--- src/sv/lik_pkg.sv ---
// ----------------------------------------------------------------------------
// lik_pkg
// Shared types, widths, constants and tables for the leg inverse kinematics.
// ----------------------------------------------------------------------------
package lik_pkg;

    localparam int SEARCH_SAMPLES = 20;
    localparam int IDX_W          = $clog2(SEARCH_SAMPLES);
    localparam int SLIDE_LIMIT    = 6554;
    localparam int SAMP_SPAN      = 2 * SLIDE_LIMIT;
    localparam int SAMP_Q         = SAMP_SPAN / (SEARCH_SAMPLES - 1);
    localparam int SAMP_R         = SAMP_SPAN % (SEARCH_SAMPLES - 1);
    localparam int SREM_W         = $clog2(2 * (SEARCH_SAMPLES - 1));

    localparam int ANG_PI         = 205887;
    localparam int ABD_LIMIT      = 171573;
    localparam int PITCH_LIMIT    = 183500;
    localparam int KNEE_LIMIT     = 183500;
    localparam int CORDIC_STEPS   = 17;

    localparam int CW   = 56;  // cordic datapath
    localparam int MW   = 34;  // multiplier operand
    localparam int PW   = 68;  // product and accumulator
    localparam int DIVW = 46;  // dividend magnitude
    localparam int RW   = 23;  // divider remainder
    localparam int SQW  = 64;  // square root radicand

    localparam logic [2:0] CFG_HIP_X   = 3'd0;
    localparam logic [2:0] CFG_HIP_Y   = 3'd1;
    localparam logic [2:0] CFG_HIP_Z   = 3'd2;
    localparam logic [2:0] CFG_OFF_X   = 3'd3;
    localparam logic [2:0] CFG_OFF_Y   = 3'd4;
    localparam logic [2:0] CFG_OFF_Z   = 3'd5;
    localparam logic [2:0] CFG_UPPER   = 3'd6;
    localparam logic [2:0] CFG_LOWER   = 3'd7;

    localparam logic [2:0] ST_OK       = 3'd0;
    localparam logic [2:0] ST_AXIS     = 3'd1;
    localparam logic [2:0] ST_REACH    = 3'd2;
    localparam logic [2:0] ST_LIMITS   = 3'd3;
    localparam logic [2:0] ST_NONE     = 3'd4;

    typedef enum logic [5:0] {
        S_IDLE, S_PREP, S_DXX, S_DZZ, S_SQR, S_HAA,
        S_OX1, S_OX2, S_DIVX, S_OZ1, S_OZ2, S_DIVZ,
        S_PX1, S_PX2, S_DIVP, S_D2A, S_D2B, S_REACH1, S_REACH2,
        S_NUM1, S_NUM2, S_DEN, S_NORM, S_SHIFT, S_SN, S_SQS,
        S_KNEE, S_ALPHA, S_BY, S_BX1, S_BX2, S_BETA, S_CHECK,
        S_RESULT, S_EMIT
    } t_state;

    function automatic logic [15:0] atan_entry(input logic [4:0] i);
        logic [15:0] v;
        case (i)
            5'd0:    v = 16'd51472;
            5'd1:    v = 16'd30386;
            5'd2:    v = 16'd16055;
            5'd3:    v = 16'd8150;
            5'd4:    v = 16'd4091;
            5'd5:    v = 16'd2047;
            5'd6:    v = 16'd1024;
            5'd7:    v = 16'd512;
            5'd8:    v = 16'd256;
            5'd9:    v = 16'd128;
            5'd10:   v = 16'd64;
            5'd11:   v = 16'd32;
            5'd12:   v = 16'd16;
            5'd13:   v = 16'd8;
            5'd14:   v = 16'd4;
            5'd15:   v = 16'd2;
            5'd16:   v = 16'd1;
            default: v = 16'd0;
        endcase
        return v;
    endfunction

endpackage

--- src/sv/lik_isqrt.sv ---
// ----------------------------------------------------------------------------
// lik_isqrt
// Iterative integer square root, two radicand bits per cycle.
// ----------------------------------------------------------------------------
module lik_isqrt (
    input  logic                     i_clk,
    input  logic                     i_rst_n,
    input  logic                     i_start,
    input  logic [lik_pkg::SQW-1:0]  i_val,
    output logic                     o_done,
    output logic [31:0]              o_root
);
    import lik_pkg::*;

    logic           r_busy;
    logic           r_done;
    logic [4:0]     r_cnt;
    logic [SQW-1:0] r_v;
    logic [SQW-1:0] r_r;
    logic [SQW-1:0] r_b;
    logic [31:0]    r_root;

    logic [SQW-1:0] trial, n_v, n_r;

    always_comb begin
        trial = r_r + r_b;
        if (r_v >= trial) begin
            n_v = r_v - trial;
            n_r = (r_r >> 1) + r_b;
        end else begin
            n_v = r_v;
            n_r = r_r >> 1;
        end
    end

    always_ff @(posedge i_clk) begin
        if (!i_rst_n) begin
            r_busy <= 1'b0;
            r_done <= 1'b0;
            r_cnt  <= '0;
        end else begin
            r_done <= 1'b0;
            if (i_start) begin
                r_busy <= 1'b1;
                r_cnt  <= '0;
                r_v    <= i_val;
                r_r    <= '0;
                r_b    <= SQW'(1) << (SQW - 2);
            end else if (r_busy) begin
                r_v   <= n_v;
                r_r   <= n_r;
                r_b   <= r_b >> 2;
                r_cnt <= r_cnt + 5'd1;
                if (r_cnt == 5'(SQW / 2 - 1)) begin
                    r_busy <= 1'b0;
                    r_done <= 1'b1;
                    r_root <= n_r[31:0];
                end
            end
        end
    end

    assign o_done = r_done;
    assign o_root = r_root;

endmodule

--- config.mk ---
export PLATFORM = sky130hd
export DESIGN_NAME = lik_isqrt
export DESIGN_NICKNAME = d
export VERILOG_FILES = /design/src/sv/lik_pkg.sv /design/src/sv/lik_isqrt.sv
export SDC_FILE = /design/constraint.sdc
export NUM_CORES = 1
export LEC_CHECK = 0
export ABC_AREA = 0
export BUFFER_PORTS_ARGS = -buffer_cell sky130_fd_sc_hd__buf_2
export CAP_MARGIN = 20
export CORE_AREA = 5 5 181 271
export CTS_CLUSTER_SIZE = 24
export DETAILED_ROUTE_END_ITERATION = 8
export DIE_AREA = 0 0 186 276
export SETUP_SLACK_MARGIN = 0.4
export SLEW_MARGIN = 10
export SYNTH_ARGS = -nofsm -noshare
export SYNTH_HDL_FRONTEND = slang
export SYNTH_SLANG_ARGS = --single-unit
--- constraint.sdc ---
create_clock -name i_clk -period 9.6 [get_ports i_clk]
set_input_delay 0.48 -clock i_clk [delete_from_list [all_inputs] [get_ports i_clk]]
set_output_delay 0.48 -clock i_clk [all_outputs]
set_load 0.02 [all_outputs]
Word level (Yosys, flattened, before mapping). Index checks and enable logic that the tools add are counted.

Bits in registers: 199. Bits of input ports: 67. Output and inout bits: 33.

$add $sub $neg: 4. $lt $le $gt $ge: 1. Equal/unequal tests: 1. Multiplexer cells: 10. Bitwise gates (word level): 3. Reductions and logical operators: 7.

Operators with widths (count): 64-bit 2-to-1 mux (5); 63-bit by 63-bit adder with 64-bit output (1); 64-bit by 63-bit adder with 64-bit output (1); 64-bit >= comparator (1); 64-bit subtractor (1); 63-bit 2-to-1 mux (1); 5-bit by 1-bit adder with 5-bit output (second input constant) (1); 5-bit equality test (second input constant) (1); 1-bit 2-to-1 mux (4); 4-bit AND reduction (1); 2-bit nonzero test (2); 1-bit NOT (3); 3-bit AND reduction (1); 3-bit OR reduction (1); 2-bit AND reduction (1); 2-bit OR reduction (1).

Longest topological paths before layout.
Word-level depth: 5. Mapped depth: 28. Mapped depth without buffers: 25.

Worst setup path before layout. OpenSTA, ideal clock, no wires.

Kind: reg2reg. Start point: register r_r[8]. End point: register r_v[0], enable pin. Setup time: 0.486 ns. Arrival time: 7.530 ns. Required time: 9.114 ns. Path slack: 1.584 ns. Stages on the path, launching flop included: 26. Clock period less this slack: 8.016 ns. Path through: edfxtp_1 ha_1 nand4_1 or3_1 a211o_1 a211o_1 a211oi_2 o31ai_2 o21bai_1 a31oi_1 o21ai_0 nand2_1 xor2_1 ha_1 and2_1 nand3_1 nand2b_1 nor3_1 nand3_1 o211ai_1 a31oi_1 o31ai_1 buf_2 buf_2 nor2_1 nor2_1.

Longest elaborated chain between the ends: 4.

Ends and longest elaborated chain: from (decl) (line lik_isqrt.sv:19) `logic [SQW-1:0] r_r;`; from (signal assigned) (line lik_isqrt.sv:51) `r_r <= n_r;`; 64-bit by 63-bit adder with 64-bit output (line lik_isqrt.sv:26) `trial = r_r + r_b;`; 64-bit >= comparator (line lik_isqrt.sv:27) `if (r_v >= trial) begin`; 2-bit nonzero test (no line); 3-bit AND reduction (no line); to (signal assigned) (line lik_isqrt.sv:46) `r_v <= i_val;`; to (signal assigned) (line lik_isqrt.sv:50) `r_v <= n_v;`; to (decl) (line lik_isqrt.sv:18) `logic [SQW-1:0] r_v;`.

No other way between the ends. A chain may end at the register's enable or synchronous reset.

Worst setup path in the final report.
Start point: register r_r[20]. End point: register r_v[16], enable pin.

Same word-level chain as after synthesis.

==> results.toml <==
[run_status]
status = "finished, final reports clean"

[logic_synthesis]
avgSynthCellArea_um2 = 8.981
synth_nets = 1986
synthFlopType = "edfxtp_1"
syn_inst = 1786
synth-async-reset-ratio_pct = 0
syn_area_um2 = 16040
yosysWarnings = 0
synth.yosys.seq_area_share_pct = 36.82
yosysUniqueCellTypes = 73
ys_seq_elements = 199
synth-edff-count = 192

[timing]
period_minus_slack_ns = 6.945
finalSetupTns_ns = 0
setup_slack_ns = 2.655
max_slew_margin_pct = 30.08
slew_viol_final = 0
tightest_slew_ns = 1.038
fin_crit_sh_pct = 72.35
rsz0062_at_grt = "no"
finalHoldViolations = 0
fin_skew_ns = 0.01646
setup_violations = 0
fmax_ghz = 0.1440

[cts]
post-cts-setup-buffers = 0
cts_hold_buffers = 0
clk_latency_ns = 0.47
cts_root_buf = "clkbuf_16"
clock_path_buffers = 2
cts_sinks = 199
cts_buffers = 17
path_clk_slew_ns = 0.08
post_cts_resized = 0
cts_tree = "done"
cts_max_level = 4

[floorplanning]
rows = 97
start_util_pct = 34.60
pin_count = 100
core-area_um2 = 46360
dieArea_um2 = 51340
die_h_um = 276
fp.dieW_um = 186

[cells_and_area]
layout.cells.most_common = "nand2_1"
regArea_um2 = 5906
nets = 2042
antenna_cells = 0
multiInputGateArea_um2 = 9762
final_cell_mix = "nand2_1 (238), edfxtp_1 (192), o21ai_0 (151)"
drive_gt1_share_pct = 10.24
n_fill_cell = 4750
area_growth_pct = 10.66

[global_routing]
grt_first_pass_wirelength_mm = 73.17
overflow = 0
grt_max_degree = 104
grt_usage_pct = 17.98
antenna_found_initial = 0
grt_pass1_vias = 13755

[critical_path]
cp-end-kind = "flop"
critical_path_class = "flop to flop"
slowest_stage = "nor2_4"
startpoint_type = "flop"
cp_data_arrival_time_ns = 7.10
max_stage_delay_ns = 0.57
crit_fanout = 18
required_ns = 9.75

[routing]
vias_per_cell = 5.638
drtAntennaViolNets = 0
first_pass_iters = 5
routedWlPerCell_um = 19.49
dr.first_iter.drc_count = 747
vias = 13808
post-route-drc-count = 0
postRouteWirelength_mm = 47.73

[flow_run]
maxCapViolations = 0

[power]
p_per_area_nw_per_um2 = 201.3
p_leak_nw = 6.719
power_mw = 3.573
irDropWorstVdd_mv = 0.1391

[placement]
pre_cts_slack_ns = 2.518
place.gp.congestion = 0.9112
dp_hpwl_mm = 37.26
portBuffers = 99

[worst_hold_path]
hold_path.class = "primary input to flop"
through the flow:
| step | std cells | utilization (%) | hold WS (ns) | area, µm² |
|---|---|---|---|---|
| after floorplan | 1786 | - | 0.4672 | 16040 |
| after global placement | 2415 | 36.85 | 0.4819 | 17090 |
| after detailed placement | 2415 | 36.85 | 0.4947 | 17090 |
| after CTS | 2447 | 38.17 | 0.2800 | 17690 |
| after global routing | 2449 | 38.28 | 0.2993 | 17750 |
| final | 2449 | 38.28 | 0.2961 | 17750 |
Yosys cell counts, drive strengths merged (12+ instances only):
cell type / n / share of area, %
o31ai: 12 / 0.66
a31oi: 64 / 2.5
xnor2: 89 / 4.9
nand4: 48 / 1.9
xor2: 87 / 4.8
nor2b: 55 / 2.1
a31o: 20 / 1.1
o21bai: 33 / 1.6
clkbuf: 59 / 1.4
nand2b: 18 / 0.70
and2: 42 / 1.6
ha: 132 / 10
edfxtp: 192 / 36
nand3: 27 / 0.84
buf: 13 / 0.39
a21oi: 123 / 3.9
a21o: 50 / 2.3
nand2: 238 / 5.6
nor2: 120 / 2.8
inv: 30 / 0.70
a211oi: 22 / 1.1
o21ai: 154 / 4.8
nor3: 26 / 0.81
registers in the layout, indices dropped and copies added (netlist names):
register,count
o_root,32
r_cnt,5
r_b,32
o_done,1
r_r,64
r_v,64
r_busy,1
final timing paths:
kind | cells after the start | to | start | slack (ns)
setup / recovery | 25 | r_v[16]$_DFFE_PP_ | r_r[20]$_SDFFCE_PP0P_ | 2.65
setup reg to reg | 25 | r_v[16]$_DFFE_PP_ | r_r[20]$_SDFFCE_PP0P_ | 2.65
hold / removal | 3 | r_v[57]$_DFFE_PP_ | i_val[57] | 0.30
hold reg to reg | 2 | r_cnt[4]$_SDFFE_PN0P_ | r_cnt[4]$_SDFFE_PN0P_ | 0.51
report_power, final:
| group | switching, mW | internal [mW] | total (mW) |
|---|---|---|---|
| Clock | 0.386 | 0.377 | 0.763 |
| Sequential | 0.0945 | 1.10 | 1.19 |
| Combinational | 0.993 | 0.625 | 1.62 |
area by class of cell:
cell class | instances | share of cell area [%]
multi-input combinational | 1485 | 55.00
sequential | 199 | 33.27
tap | 594 | 4.187
timing repair buffer | 109 | 3.475
clock buffer | 18 | 2.418
clock inverter | 14 | 1.008
inverter | 30 | 0.6415
layer usage:
metal  part of all wire [%]  GRT usage (%)  vias up
li1                       -              -     6728
met1                     36          18.10     6603
met2                     56          35.16      357
met3                    3.5          2.144      120
met4                    5.2          9.161        0
met5                      0              0        -
critical path: cells and delay by family, from the launching register on:
| family | cells | cell delay [ns] |
|---|---|---|
| AOI/OAI and AO/OA | 9 | 2.06 |
| xor gates and xnor gates | 1 | 0.17 |
| adders and majority gates | 2 | 0.83 |
| buffers and inverters | 2 | 0.50 |
| DFF | 1 | 0.53 |
| and+or+nand+nor | 11 | 2.52 |
cell families after synthesis:
family	Yosys count	share of synthesized area (%)
XOR/XNOR	176	9.610
adder cells (fa/ha/maj)	133	10.42
AO/OA/AOI/OAI	550	21.94
AND/OR/NAND/NOR	622	18.47
multiplexers	4	0.2652
flip-flops	199	36.82
buffers and inverters	102	2.473
No activity file was read; power rests on OpenSTA's default activity.
